[config.mk]
export PLATFORM = sky130hd
export DESIGN_NAME = free_range_table_split_coalesce
export DESIGN_NICKNAME = d
export VERILOG_FILES = /design/src/rtl/frtsc_pkg.sv /design/src/rtl/frtsc_cell.sv /design/src/rtl/free_range_table_split_coalesce.sv
export SDC_FILE = /design/constraint.sdc
export NUM_CORES = 2
export LEC_CHECK = 0
export BUFFER_PORTS_ARGS = -buffer_cell sky130_fd_sc_hd__buf_2
export CAP_MARGIN = 20
export CELL_PAD_IN_SITES_DETAIL_PLACEMENT = 0
export CELL_PAD_IN_SITES_GLOBAL_PLACEMENT = 1
export CORE_UTILIZATION = 43
export CTS_CLUSTER_DIAMETER = 150
export DETAILED_ROUTE_END_ITERATION = 16
export HOLD_SLACK_MARGIN = 0.05
export PLACE_DENSITY_LB_ADDON = 0.1
export SLEW_MARGIN = 20
export SYNTH_ARGS = -nofsm -noshare
export SYNTH_HDL_FRONTEND = slang
export SYNTH_SLANG_ARGS = --single-unit
[constraint.sdc]
create_clock -name clk -period 13.38 [get_ports clk]
set_input_delay 0 -clock clk [delete_from_list [all_inputs] [get_ports clk]]
set_output_delay 0 -clock clk [all_outputs]
set_load 0.01 [all_outputs]
[src/rtl/frtsc_pkg.sv]
// ----------------------------------------------------------------------------
// frtsc_pkg
// Shared types and constants of the free page range table.
// ----------------------------------------------------------------------------
package frtsc_pkg;

    localparam int unsigned MAX_REGIONS_DEF     = 16;
    localparam int unsigned PAGE_INDEX_BITS_DEF = 27;

    localparam int unsigned START_W  = 27;
    localparam int unsigned COUNT_W  = 28;
    localparam int unsigned STATUS_W = 3;
    localparam int unsigned FCOUNT_W = 5;

    typedef enum logic [1:0] {
        REQ_CLAIM   = 2'd0,
        REQ_RELEASE = 2'd1,
        REQ_INIT    = 2'd2,
        REQ_NONE    = 2'd3
    } req_t;

    typedef enum logic [STATUS_W-1:0] {
        ST_OK       = 3'd0,
        ST_ZERO     = 3'd1,
        ST_NOTFOUND = 3'd2,
        ST_FULL     = 3'd3,
        ST_OVERFLOW = 3'd4
    } status_t;

    localparam logic CFG_BASE  = 1'b0;
    localparam logic CFG_COUNT = 1'b1;

    // Per-cycle command broadcast to every cell of the chain.
    typedef enum logic [2:0] {
        CC_HOLD,
        CC_SHR,     // take the left neighbor's entry when at or past pos
        CC_SHL,     // take the right neighbor's entry when at or past pos
        CC_WRITE,   // write entry pos
        CC_WRITE2   // write entry pos and pos+1
    } cell_op_t;

    typedef struct packed {
        cell_op_t   op;
        logic [8:0] pos;
    } cell_ctl_t;

endpackage

[src/rtl/frtsc_cell.sv]
// ----------------------------------------------------------------------------
// frtsc_cell
// One entry of the range table: holds a start and a length, and moves
// them to or from its neighbors on a shift command.
// ----------------------------------------------------------------------------
module frtsc_cell
    import frtsc_pkg::*;
#(
    parameter int unsigned SW    = 27,
    parameter int unsigned LW    = 28,
    parameter int unsigned MYIDX = 0
)
(
    input  logic            clk,
    input  cell_ctl_t       ctl,
    input  logic [SW-1:0]   left_start,
    input  logic [LW-1:0]   left_len,
    input  logic [SW-1:0]   right_start,
    input  logic [LW-1:0]   right_len,
    input  logic [SW-1:0]   wr_start,
    input  logic [LW-1:0]   wr_len,
    input  logic [SW-1:0]   wr2_start,
    input  logic [LW-1:0]   wr2_len,
    output logic [SW-1:0]   start_q,
    output logic [LW-1:0]   len_q
);

    logic [SW-1:0] start_reg, start_next;
    logic [LW-1:0] len_reg, len_next;
    logic [8:0]    me;

    assign me = 9'(MYIDX);

    always_comb
    begin
        start_next = start_reg;
        len_next   = len_reg;
        case (ctl.op)
            CC_SHR:
            begin
                if (me >= ctl.pos)
                begin
                    start_next = left_start;
                    len_next   = left_len;
                end
            end
            CC_SHL:
            begin
                if (me >= ctl.pos)
                begin
                    start_next = right_start;
                    len_next   = right_len;
                end
            end
            CC_WRITE:
            begin
                if (me == ctl.pos)
                begin
                    start_next = wr_start;
                    len_next   = wr_len;
                end
            end
            CC_WRITE2:
            begin
                if (me == ctl.pos)
                begin
                    start_next = wr_start;
                    len_next   = wr_len;
                end
                else if (me == ctl.pos + 9'd1)
                begin
                    start_next = wr2_start;
                    len_next   = wr2_len;
                end
            end
            default:
            begin
            end
        endcase
    end

    always_ff @(posedge clk)
    begin
        start_reg <= start_next;
        len_reg   <= len_next;
    end

    assign start_q = start_reg;
    assign len_q   = len_reg;

endmodule

[src/rtl/free_range_table_split_coalesce.sv]
// ----------------------------------------------------------------------------
// free_range_table_split_coalesce
// Address-sorted free page range table with split on claim and coalescing
// on release.
// ----------------------------------------------------------------------------
// The table is a row of MAX_REGIONS cells, each holding one free range.
// A request is taken one at a time: the controller walks the valid entries
// one per cycle through a selected-entry read (a scan over range_count
// entries), then issues one or two commands that every cell applies at once
// (a shift toward higher or lower index, a write of one or two entries, or a
// shift and then a write). The result beat is held in an output register,
// so the next request can be accepted while a finished result still waits;
// a request that finishes while that register is still stalled holds in
// its done state. Overlap on release is not checked.
// ----------------------------------------------------------------------------
module free_range_table_split_coalesce
    import frtsc_pkg::*;
#(
    parameter int unsigned MAX_REGIONS     = MAX_REGIONS_DEF
)
(
    input  logic                clk,
    input  logic                rst_n,
    input  logic                in_valid,
    output logic                in_stall,
    input  logic [1:0]          req_type,
    input  logic [START_W-1:0]  start_page,
    input  logic [COUNT_W-1:0]  page_count,
    output logic                out_valid,
    input  logic                out_stall,
    output logic [STATUS_W-1:0] status,
    output logic [FCOUNT_W-1:0] free_range_count,
    input  logic                cfg_valid,
    output logic                cfg_ready,
    input  logic                cfg_index,
    input  logic [COUNT_W-1:0]  cfg_data
);

    localparam int unsigned IDX_W = $clog2(MAX_REGIONS);
    localparam int unsigned CNT_W = $clog2(MAX_REGIONS + 1);
    // Wide enough for start + count, one bit of headroom.
    localparam int unsigned AW    = COUNT_W + 1;
    localparam logic [AW-1:0] SPACE_END = AW'(1) << START_W;

    typedef enum logic [2:0] {
        S_IDLE, S_CHECK, S_SCAN, S_APPLY, S_FIX, S_DONE
    } state_t;

    state_t              state_reg;
    logic                busy_reg;
    req_t                kind_reg;
    logic [AW-1:0]       s_reg, n_reg, e_reg;
    logic [CNT_W-1:0]    count_reg;
    logic [CNT_W-1:0]    idx_reg;
    logic [START_W-1:0]  base_reg;
    logic [COUNT_W-1:0]  pcount_reg;
    logic [STATUS_W-1:0] status_reg;
    logic [STATUS_W-1:0] ostatus_reg;
    logic [FCOUNT_W-1:0] fcount_reg;
    logic                ovalid_reg;
    logic                pred_reg;
    logic [AW-1:0]       pend_reg;
    logic [COUNT_W-1:0]  plen_reg;
    cell_ctl_t           ctl;
    logic [START_W-1:0]  wr_start, wr2_start;
    logic [COUNT_W-1:0]  wr_len, wr2_len;

    logic [START_W-1:0] cs [MAX_REGIONS];
    logic [COUNT_W-1:0] cl [MAX_REGIONS];

    // Chain of cells; end cells see their own values at the open edges.
    for (genvar g = 0; g < MAX_REGIONS; g++)
    begin : g_cell
        frtsc_cell #(
            .SW    (START_W),
            .LW    (COUNT_W),
            .MYIDX (g)
        ) u_cell (
            .clk         (clk),
            .ctl         (ctl),
            .left_start  (cs[(g == 0) ? 0 : g - 1]),
            .left_len    (cl[(g == 0) ? 0 : g - 1]),
            .right_start (cs[(g == MAX_REGIONS - 1) ? g : g + 1]),
            .right_len   (cl[(g == MAX_REGIONS - 1) ? g : g + 1]),
            .wr_start    (wr_start),
            .wr_len      (wr_len),
            .wr2_start   (wr2_start),
            .wr2_len     (wr2_len),
            .start_q     (cs[g]),
            .len_q       (cl[g])
        );
    end

    // Entry under the scan pointer.
    logic [IDX_W-1:0] sel;
    logic [AW-1:0]    rb, rl, re;
    assign sel = idx_reg[IDX_W-1:0];
    assign rb  = AW'(cs[sel]);
    assign rl  = AW'(cl[sel]);
    assign re  = rb + rl;

    logic scan_end;
    assign scan_end = (idx_reg >= count_reg);

    // Init clip of the pool length.
    logic [AW-1:0] init_len;
    always_comb
    begin
        init_len = SPACE_END - AW'(base_reg);
        if (AW'(base_reg) >= SPACE_END)
            init_len = '0;
        else if (AW'(pcount_reg) < init_len)
            init_len = AW'(pcount_reg);
    end

    assign in_stall  = busy_reg;
    assign cfg_ready = 1'b1;
    assign out_valid = ovalid_reg;
    assign status    = ostatus_reg;
    assign free_range_count = fcount_reg;

    // Control: scan for the entry, then issue one or two chain commands.
    always_ff @(posedge clk or negedge rst_n)
    begin
        if (!rst_n)
        begin
            state_reg   <= S_IDLE;
            busy_reg    <= 1'b0;
            count_reg   <= '0;
            ovalid_reg  <= 1'b0;
            ostatus_reg <= '0;
            fcount_reg  <= '0;
            base_reg    <= '0;
            pcount_reg  <= '0;
            ctl         <= '{op: CC_HOLD, pos: '0};
        end
        else
        begin
            ctl <= '{op: CC_HOLD, pos: '0};
            if (cfg_valid && cfg_ready)
            begin
                if (cfg_index == CFG_BASE)
                    base_reg <= cfg_data[START_W-1:0];
                else
                    pcount_reg <= cfg_data;
            end
            if (ovalid_reg && !out_stall)
                ovalid_reg <= 1'b0;
            unique case (state_reg)
                S_IDLE:
                begin
                    if (in_valid && !in_stall)
                    begin
                        kind_reg  <= req_t'(req_type);
                        s_reg     <= AW'(start_page);
                        n_reg     <= AW'(page_count);
                        e_reg     <= AW'(start_page) + AW'(page_count);
                        idx_reg   <= '0;
                        pred_reg  <= 1'b0;
                        busy_reg  <= 1'b1;
                        state_reg <= S_CHECK;
                    end
                end
                S_CHECK:
                begin
                    if (kind_reg == REQ_INIT)
                    begin
                        if (init_len == '0)
                        begin
                            count_reg  <= '0;
                            status_reg <= ST_ZERO;
                        end
                        else
                        begin
                            count_reg  <= CNT_W'(1);
                            status_reg <= ST_OK;
                            wr_start   <= base_reg;
                            wr_len     <= init_len[COUNT_W-1:0];
                            ctl        <= '{op: CC_WRITE, pos: '0};
                        end
                        state_reg <= S_DONE;
                    end
                    else if (kind_reg == REQ_NONE)
                    begin
                        status_reg <= ST_OK;
                        state_reg  <= S_DONE;
                    end
                    else if (n_reg == '0)
                    begin
                        status_reg <= ST_ZERO;
                        state_reg  <= S_DONE;
                    end
                    else if (e_reg > SPACE_END)
                    begin
                        status_reg <= ST_OVERFLOW;
                        state_reg  <= S_DONE;
                    end
                    else
                        state_reg <= S_SCAN;
                end
                S_SCAN:
                begin
                    if (kind_reg == REQ_CLAIM)
                    begin
                        if (scan_end)
                        begin
                            status_reg <= ST_NOTFOUND;
                            state_reg  <= S_DONE;
                        end
                        else if (s_reg >= rb && e_reg <= re)
                        begin
                            status_reg <= ST_OK;
                            state_reg  <= S_DONE;
                            if (s_reg == rb && e_reg == re)
                            begin
                                ctl       <= '{op: CC_SHL, pos: 9'(idx_reg)};
                                count_reg <= count_reg - 1'b1;
                            end
                            else if (s_reg == rb)
                            begin
                                wr_start <= e_reg[START_W-1:0];
                                wr_len   <= COUNT_W'(rl - n_reg);
                                ctl      <= '{op: CC_WRITE, pos: 9'(idx_reg)};
                            end
                            else if (e_reg == re)
                            begin
                                wr_start <= rb[START_W-1:0];
                                wr_len   <= COUNT_W'(rl - n_reg);
                                ctl      <= '{op: CC_WRITE, pos: 9'(idx_reg)};
                            end
                            else if (count_reg >= CNT_W'(MAX_REGIONS))
                                status_reg <= ST_FULL;
                            else
                            begin
                                // Open a slot after the entry, then fill both halves.
                                ctl       <= '{op: CC_SHR, pos: 9'(idx_reg) + 9'd1};
                                wr_start  <= rb[START_W-1:0];
                                wr_len    <= COUNT_W'(s_reg - rb);
                                wr2_start <= e_reg[START_W-1:0];
                                wr2_len   <= COUNT_W'(re - e_reg);
                                count_reg <= count_reg + 1'b1;
                                state_reg <= S_FIX;
                            end
                        end
                        else
                            idx_reg <= idx_reg + 1'b1;
                    end
                    else
                    begin
                        if (!scan_end && rb < s_reg)
                        begin
                            pred_reg <= (re == s_reg);
                            pend_reg <= rb;
                            plen_reg <= rl[COUNT_W-1:0];
                            idx_reg  <= idx_reg + 1'b1;
                        end
                        else
                            state_reg <= S_APPLY;
                    end
                end
                S_APPLY:
                begin
                    // Release: idx_reg is the insert position.
                    status_reg <= ST_OK;
                    state_reg  <= S_DONE;
                    if (!scan_end && e_reg == rb && pred_reg)
                    begin
                        wr_start  <= pend_reg[START_W-1:0];
                        wr_len    <= COUNT_W'(AW'(plen_reg) + n_reg + rl);
                        ctl       <= '{op: CC_SHL, pos: 9'(idx_reg)};
                        count_reg <= count_reg - 1'b1;
                        state_reg <= S_FIX;
                        idx_reg   <= idx_reg - 1'b1;
                    end
                    else if (!scan_end && e_reg == rb)
                    begin
                        wr_start <= s_reg[START_W-1:0];
                        wr_len   <= COUNT_W'(n_reg + rl);
                        ctl      <= '{op: CC_WRITE, pos: 9'(idx_reg)};
                    end
                    else if (pred_reg)
                    begin
                        wr_start <= pend_reg[START_W-1:0];
                        wr_len   <= COUNT_W'(AW'(plen_reg) + n_reg);
                        ctl      <= '{op: CC_WRITE, pos: 9'(idx_reg) - 9'd1};
                    end
                    else if (count_reg >= CNT_W'(MAX_REGIONS))
                        status_reg <= ST_FULL;
                    else
                    begin
                        wr_start  <= s_reg[START_W-1:0];
                        wr_len    <= n_reg[COUNT_W-1:0];
                        ctl       <= '{op: CC_SHR, pos: 9'(idx_reg)};
                        count_reg <= count_reg + 1'b1;
                        state_reg <= S_FIX;
                    end
                end
                S_FIX:
                begin
                    // Second command after a shift: write the new entries.
                    if (kind_reg == REQ_CLAIM)
                        ctl <= '{op: CC_WRITE2, pos: 9'(idx_reg)};
                    else
                        ctl <= '{op: CC_WRITE, pos: 9'(idx_reg)};
                    state_reg <= S_DONE;
                end
                S_DONE:
                begin
                    if (!ovalid_reg || !out_stall)
                    begin
                        ostatus_reg <= status_reg;
                        fcount_reg  <= FCOUNT_W'(count_reg);
                        ovalid_reg  <= 1'b1;
                        busy_reg    <= 1'b0;
                        state_reg   <= S_IDLE;
                    end
                end
                default:
                    state_reg <= S_IDLE;
            endcase
        end
    end

    // Count never exceeds the table size.
    a_count_max: assert property (@(posedge clk) disable iff (!rst_n)
        count_reg <= CNT_W'(MAX_REGIONS))
        else $error("range count above table size");

    // No new request is taken while one is in flight.
    a_busy_stall: assert property (@(posedge clk) disable iff (!rst_n)
        busy_reg |-> in_stall)
        else $error("request accepted while busy");

    // A result beat appears only on leaving the done state.
    a_out_rise: assert property (@(posedge clk) disable iff (!rst_n)
        $rose(ovalid_reg) |-> $past(state_reg) == S_DONE)
        else $error("result beat without finished request");

    // Count changes by at most one per request step.
    a_count_step: assert property (@(posedge clk) disable iff (!rst_n)
        (state_reg == S_SCAN || state_reg == S_APPLY) |=>
        (count_reg == $past(count_reg) || count_reg == $past(count_reg) + 1'b1
         || count_reg == $past(count_reg) - 1'b1))
        else $error("range count jumped");

endmodule
* Yosys cells after proc, flatten, opt, wreduce, memory -nomap -nowiden
Cells that the tools add are included.
Word-level totals: memory bits (read-only) 0, bits in writable memories 0, bits in latches 0, logic and storage cells 590, output and inout port bits 11, memories kept 0, input bits 91, register bits after elaboration 1225
Operators by class: order comparisons 24, shifts and indexed selects 0, $mul 0, bitwise operators 8, muxes and demuxes 302, reductions and logical operators 54, equal/unequal tests 131, $add $sub $neg 16, div/mod/pow operators 0
Operator list (count):
- $mux W28 | 93
- $mux W27 | 93
- $pmux W28 S4 | 14
- $pmux W27 S4 | 14
- $pmux W28 S3 | 3
- $pmux W27 S3 | 3
- $eq A4 B9 Y1 const A | 16
- $mux W11 | 11
- $bmux W28 S4 | 1
- $bmux W27 S4 | 1
- $ne A2 B1 Y1 const B | 46
- $mux W5 | 17
- $add A28 B28 Y28 | 3
- $reduce_and A5 Y1 | 16
- $eq A3 B9 Y1 const A | 8
- $ge A4 B9 Y1 const A | 8
- $mux W3 | 23
- $add A27 B28 Y29 | 2
- $eq A29 B27 Y1 | 2
- $logic_not A29 Y1 | 2
- $sub A28 B28 Y28 | 2
- $ne A3 B1 Y1 const B | 16
- $pmux W12 S4 | 1
- $eq A2 B9 Y1 const A | 4
- other kinds (54) | 136

* Logic depth before layout (Yosys ltp)
depth in word-level cells 13, depth in mapped cells 34, gate-level depth less buffers 29

* Cells and area by module
From an unflattened synthesis, not the netlist that was laid out.
Second synthesis, totals: cell total of the unflattened synthesis 10599, area total of the unflattened synthesis 104151.1 sq um
By module, submodules not included:
- free_range_table_split_coalesce | cells an instance 3710, area an instance 35898.2 sq um, times used 1, seq. area each 9884.5 sq um
- frtsc_cell at g_cell[13].u_cell | cells an instance 470, area an instance 4698.3 sq um, times used 1, seq. area each 1651.6 sq um
- frtsc_cell at g_cell[6].u_cell | cells an instance 468, area an instance 4683.2 sq um, times used 1, seq. area each 1651.6 sq um
- frtsc_cell at g_cell[9].u_cell | cells an instance 467, area an instance 4683.2 sq um, times used 1, seq. area each 1651.6 sq um
- frtsc_cell at g_cell[11].u_cell | cells an instance 467, area an instance 4678.2 sq um, times used 1, seq. area each 1651.6 sq um
- frtsc_cell at g_cell[5].u_cell | cells an instance 468, area an instance 4678.2 sq um, times used 1, seq. area each 1651.6 sq um
- frtsc_cell at g_cell[7].u_cell | cells an instance 466, area an instance 4667.0 sq um, times used 1, seq. area each 1651.6 sq um
- frtsc_cell at g_cell[15].u_cell | cells an instance 465, area an instance 4664.5 sq um, times used 1, seq. area each 1651.6 sq um
- frtsc_cell at g_cell[10].u_cell | cells an instance 450, area an instance 4369.2 sq um, times used 1, seq. area each 1651.6 sq um
- frtsc_cell at g_cell[4].u_cell | cells an instance 387, area an instance 4035.1 sq um, times used 1, seq. area each 1651.6 sq um
- frtsc_cell at g_cell[8].u_cell | cells an instance 385, area an instance 4030.1 sq um, times used 1, seq. area each 1651.6 sq um
- frtsc_cell at g_cell[1].u_cell | cells an instance 393, area an instance 3900.0 sq um, times used 1, seq. area each 1651.6 sq um
- frtsc_cell at g_cell[12].u_cell | cells an instance 387, area an instance 3885.0 sq um, times used 1, seq. area each 1651.6 sq um
- frtsc_cell at g_cell[3].u_cell | cells an instance 394, area an instance 3878.7 sq um, times used 1, seq. area each 1651.6 sq um
- 3 more rows

* Worst setup path after synthesis
OpenSTA, ideal clock, no wires.
kind register to register, start point reg idx_reg[0], end point reg wr_len[0], enable pin, setup time 0.550 ns, period minus slack after synthesis 12.117 ns, arrival 11.567 ns, path buffers 7, data required time 12.830 ns, cell stages (with the launch flop) 32, path slack 1.263 ns, cell sequence edfxtp_1 > buf_4 > buf_4 > buf_2 > buf_2 > clkbuf_1 > buf_1 > buf_1 > mux4_2 > mux4_2 > ha_1 > a21o_1 > a21o_1 > a21o_1 > a221o_1 > a21oi_1 > o31ai_1 > a21o_1 > a21oi_1 > xnor2_1 > ha_1 > nor2b_1 > o21ai_0 > nand2b_1 > a221oi_1 > nand3_1 > o21a_1 > a21oi_1 > a21oi_1 > a21oi_1 > nor2_1 > a211oi_1
On the way: longest elaborated chain between the ends 9, elaborated cells between the ends (all ways) 25, classes of those cells add/sub: 1; order compare: 3; eq/ne: 8; mux: 6; bitwise: 1; reduce/logical: 6
RTL lines:
- from (decl) | RTL line free_range_table_split_coalesce.sv:54 | logic [CNT_W-1:0] idx_reg;
- from (signal assigned) | RTL line free_range_table_split_coalesce.sv:246 | idx_reg <= idx_reg + 1'b1;
- from (signal assigned) | RTL line free_range_table_split_coalesce.sv:255 | idx_reg <= idx_reg + 1'b1;
- from (signal assigned) | RTL line free_range_table_split_coalesce.sv:273 | idx_reg <= idx_reg - 1'b1;
- $not A4 Y5 (not written as such) * | RTL line free_range_table_split_coalesce.sv:99 | assign rl = AW'(cl[sel]);
- $bmux W28 S4 * | RTL line free_range_table_split_coalesce.sv:99
- $mux W28 (not written as such) * (2 in a row) | RTL line free_range_table_split_coalesce.sv:99
- named net rl[7] | RTL line free_range_table_split_coalesce.sv:96 | logic [AW-1:0] rb, rl, re;
- $add A27 B28 Y29 * | RTL line free_range_table_split_coalesce.sv:100 | assign re = rb + rl;
- $le A29 B29 Y1 or $eq A29 B29 Y1 (tied branches) | RTL line free_range_table_split_coalesce.sv:210, free_range_table_split_coalesce.sv:214, free_range_table_split_coalesce.sv:225
- $logic_and A1 B1 Y1 (on tied branches) | RTL line free_range_table_split_coalesce.sv:210, free_range_table_split_coalesce.sv:214
- $ne A2 B2 Y1 (no source line)
- $reduce_and A10 Y1 (no source line) *
- to (signal assigned) | RTL line free_range_table_split_coalesce.sv:222 | wr_len <= COUNT_W'(rl - n_reg);
- to (signal assigned) | RTL line free_range_table_split_coalesce.sv:228 | wr_len <= COUNT_W'(rl - n_reg);
- to (signal assigned) | RTL line free_range_table_split_coalesce.sv:238 | wr_len <= COUNT_W'(s_reg - rb);
- to (decl) | RTL line free_range_table_split_coalesce.sv:66 | logic [COUNT_W-1:0] wr_len, wr2_len;
The timed path passes the listed nets; every way through them passes the cells marked *. The select of a mux whose other input is x is not followed. A chain may end at the register's enable or synchronous reset.

* Final worst setup path
start point reg idx_reg[0], end point reg wr2_start[26], enable pin
On the way: longest elaborated chain between the ends 9, elaborated cells between the ends (all ways) 20, classes of those cells add/sub: 1; order compare: 3; eq/ne: 2; mux: 6; bitwise: 5; reduce/logical: 3
RTL lines:
- $not A4 Y5 (not written as such) * | RTL line free_range_table_split_coalesce.sv:98 | assign rb = AW'(cs[sel]);
- $bmux W27 S4 * | RTL line free_range_table_split_coalesce.sv:98
- $mux W27 (not written as such) * (2 in a row) | RTL line free_range_table_split_coalesce.sv:98
- named net rb[2] | RTL line free_range_table_split_coalesce.sv:96
- branches (longest 4 deep; another with $add A27 B28 Y29)
- $reduce_and A9 Y1 (no source line) *
- to (signal assigned) | RTL line free_range_table_split_coalesce.sv:239 | wr2_start <= e_reg[START_W-1:0];
- to (decl) | RTL line free_range_table_split_coalesce.sv:65 | logic [START_W-1:0] wr_start, wr2_start;
Mark *: on every way through the listed nets, which the timed path passes. The select of a mux whose other input is x is not followed.

==> results.cfg <==
[status]
status = completed

[detailed_routing]
via_count = 77600
postRouteAntennaNets = 0
first_pass_iters = 7
drc = 0
wl_per_cell_um = 34.6
drt_wl_total_mm = 393
routed_via_density = 6.82
drt-initial-drc-count = 11300

[power]
pwr-share-comb_pct = 56.6
swShare_pct = 49.1
ir_drop_mv = 0.200
power.density_nw_per_um2 = 308
seq_power_share_pct = 29.2
p_leak_nw = 35.8
power_frac_clock_pct = 14.1
p_sw_mw = 14.8
p_int_mw = 15.3

[place]
dp_slack_ns = 3.71
dp_hpwl_mm = 241
io_buffers = 100
gp_congestion = 0.964

[floorplan]
coreArea_um2 = 203000
dieArea_um2 = 207000
ioPinCount = 102
die_w_um = 455
placementRows = 165
start_util_pct = 43.4
dieHeight_um = 455

[sta]
worstMarginPinSlew_ns = 1.27
slew-limit-headroom_pct = 15.0
grt_setup_unrepaired = no
setup_tns_ns = 0
timing.final.crit_share_pct = 74.6
final-hold-violation-count = 0
fmax_mhz = 100
post-route-min-period_ns = 9.98
setup_viol = 0
skew_ns = 0.0381
slew_viol_final = 0
setup_slack_ns = 3.40

[worst_setup_path]
r2r_slack_ns = 3.40
critPathTopFamily = compound AO/OA/AOI/OAI gates
slowest_stage = o21ai_0
r2r-end = wr2_start[26]$_DFFE_PP_
start_kind = flip-flop
end_kind = flip-flop
worst-path-max-fanout = 86
rr_worst_depth = 29
cp-startpoint = idx_reg[0]$_SDFFCE_PP0P_
r2r_start = idx_reg[0]$_SDFFCE_PP0P_
crit_type = reg -> reg
crit_arrival_ns = 10.43
cpPeakStageDelay_ns = 0.75
path_buf_inv = 5
critical_path_required_ns = 13.84

[clock_network]
htree_levels = 4
cts_tree = yes
clkTransAtPathRegs_ns = 0.06
cts_root_buffer = clkbuf_16
cts_buffer_depth = 3
clock-sinks = 1223
numCtsBuffers = 155
clk_latency_ns = 0.86

[synthesis]
synth_top_area_share_pct = 38.9
yosys_register_bits = 1223
synth.avg_cell_area_um2 = 10.1
syn_inst = 8723
yosysMostFrequentCell = nor2_1
synth_ff_type = edfxtp_1
synth_area_leaders = edfxtp_1, mux2_2, a221oi_1, nor2_1, mux4_2
synthTopCellsByCount = nor2_1, edfxtp_1, mux2_2
yosysWarnings = 0
seq_area_frac_synth_pct = 41.2
synth_top_area_cell = edfxtp_1
ys_async_sr_fraction_pct = 6.79
synth_cell_types = 89
synth_fp_nets = 9110
synth-edff-count = 1140
synthesis.area_um2 = 88100

[global_route]
grt_pass1_wl_mm = 556
grt_pass1_vias = 73900
antenna_found_initial = 18
grt_max_degree = 211
grt_usage_pct = 37.1
grt_overflow_total = 0

[final_layout]
nets = 8944
drive_above_1_share_pct = 18.4
area_delta_synth_final_pct = 10.6
largest_register_ffs = 448

[min_path]
min_from = page_count[26]
holdCritPathClass = in -> reg
whs_path_depth = 2
hold_end = n_reg[26]$_DFFE_PP_

[job]
drv_cap = 0
[power by group through the flow]
stage | sequential [mW] | combinational (mW) | clock (mW)
after floorplan | 8.24 | 10.7 | 0
after global placement | 8.79 | 16.4 | 0
after detailed placement | 8.78 | 16.4 | 0
after CTS | 8.72 | 16.6 | 4.27
after global routing | 8.94 | 18.0 | 4.41
final | 8.79 | 17.0 | 4.24
[worst max-delay path by stage]
stage	slack, ns	end	cells after the start
after global placement	3.77	wr2_len[7]$_DFFE_PP_	28
after detailed placement	3.71	wr2_start[13]$_DFFE_PP_	29
final	3.40	wr2_start[26]$_DFFE_PP_	29
after global routing	3.11	wr2_len[20]$_DFFE_PP_	28
after CTS	3.72	wr2_start[2]$_DFFE_PP_	29
after floorplan	1.26	wr_len[0]$_DFFE_PP_	31
[metrics by stage]
| stage | instance area, µm² | util (%) | cells | hold slack (ns) | power [mW] |
|---|---|---|---|---|---|
| 6_report | 97400 | 48.0 | 11400 | 0.0929 | 30.1 |
| 5_1_grt | 97400 | 48.0 | 11400 | 0.0796 | 31.4 |
| 4_1_cts | 97400 | 48.0 | 11400 | 0.0529 | 29.6 |
| 3_5_place_dp | 90700 | 44.7 | 10900 | 0.0328 | 25.2 |
| 3_3_place_gp | 90700 | 44.7 | 10900 | 0.0375 | 25.2 |
| 2_1_floorplan | 88100 | - | 8723 | -0.296 | 19.0 |
[timing repair]
item	4_1_cts	5_1_grt
gates resized for setup	0	0
endpoints found under the hold margin	303	0
setup endpoints to repair	0	0
buffers inserted	0	0
hold buffers	177	0
[placed cells by master, fill, tap and decap left out, drive strengths merged, types with 11 or more instances in the layout]
cell,netlist,layout
mux4,233,233
and2,19,19
a31oi,21,21
o21a,29,29
dlygate4sd3,0,176
a211oi,42,42
nand3,66,66
nor2,1785,1785
nor2b,42,42
a221oi,785,785
buf,81,249
a21oi,282,282
xor2,76,76
nand2b,39,39
and3,24,24
o211ai,21,21
or3,18,18
a22oi,16,16
inv,343,350
ha,287,287
clkinv,3,80
dfrtp,83,83
nor3,63,63
edfxtp,1140,1140
a21o,93,93
mux2i,136,136
xnor2,195,195
a222oi,110,110
o21bai,38,38
o22ai,35,35
nand2,563,563
clkbuf,667,189
nand4,34,34
nor4,40,40
or2,17,17
a221o,14,14
o21ai,268,268
mux2,817,817
o31ai,17,17
a2111oi,11,11
[layer usage]
layer,vias to the layer above,wire length (µm),part of all wire [%],global-route usage [%]
met5,-,298,0.076,0.653
met4,16,19600,5.0,16.1
met3,845,40800,10,7.55
met2,4866,171000,43,55.7
met1,39000,162000,41,51.7
li1,32800,-,-,-
[logic make-up (layout without fill, tap and decap cells)]
| family | after synthesis | count (layout) | share of synthesized area [%] |
|---|---|---|---|
| DFF | 1223 | 1223 | 41.2 |
| xor gates and xnor gates | 273 | 273 | 2.75 |
| buffers and inverters | 1094 | 1057 | 4.81 |
| adders and majority gates | 296 | 296 | 4.28 |
| other | 1 | 9 | 0.00426 |
| AOI/OAI and AO/OA | 1899 | 1899 | 16.2 |
| muxes | 1186 | 1186 | 17.9 |
| and+or+nand+nor | 2751 | 2751 | 12.8 |
[layout make-up]
cell class	instances	area (µm²)
diodes	8	20.0
well taps	2672	3340
inverters	346	1300
multi-input cells	6406	48000
clock inverters	97	846
clock buffers	189	4050
fillers	18800	106000
repair buffers	425	3550
flip-flops and latches	1223	36300
No activity file was read; power rests on OpenSTA's default activity.
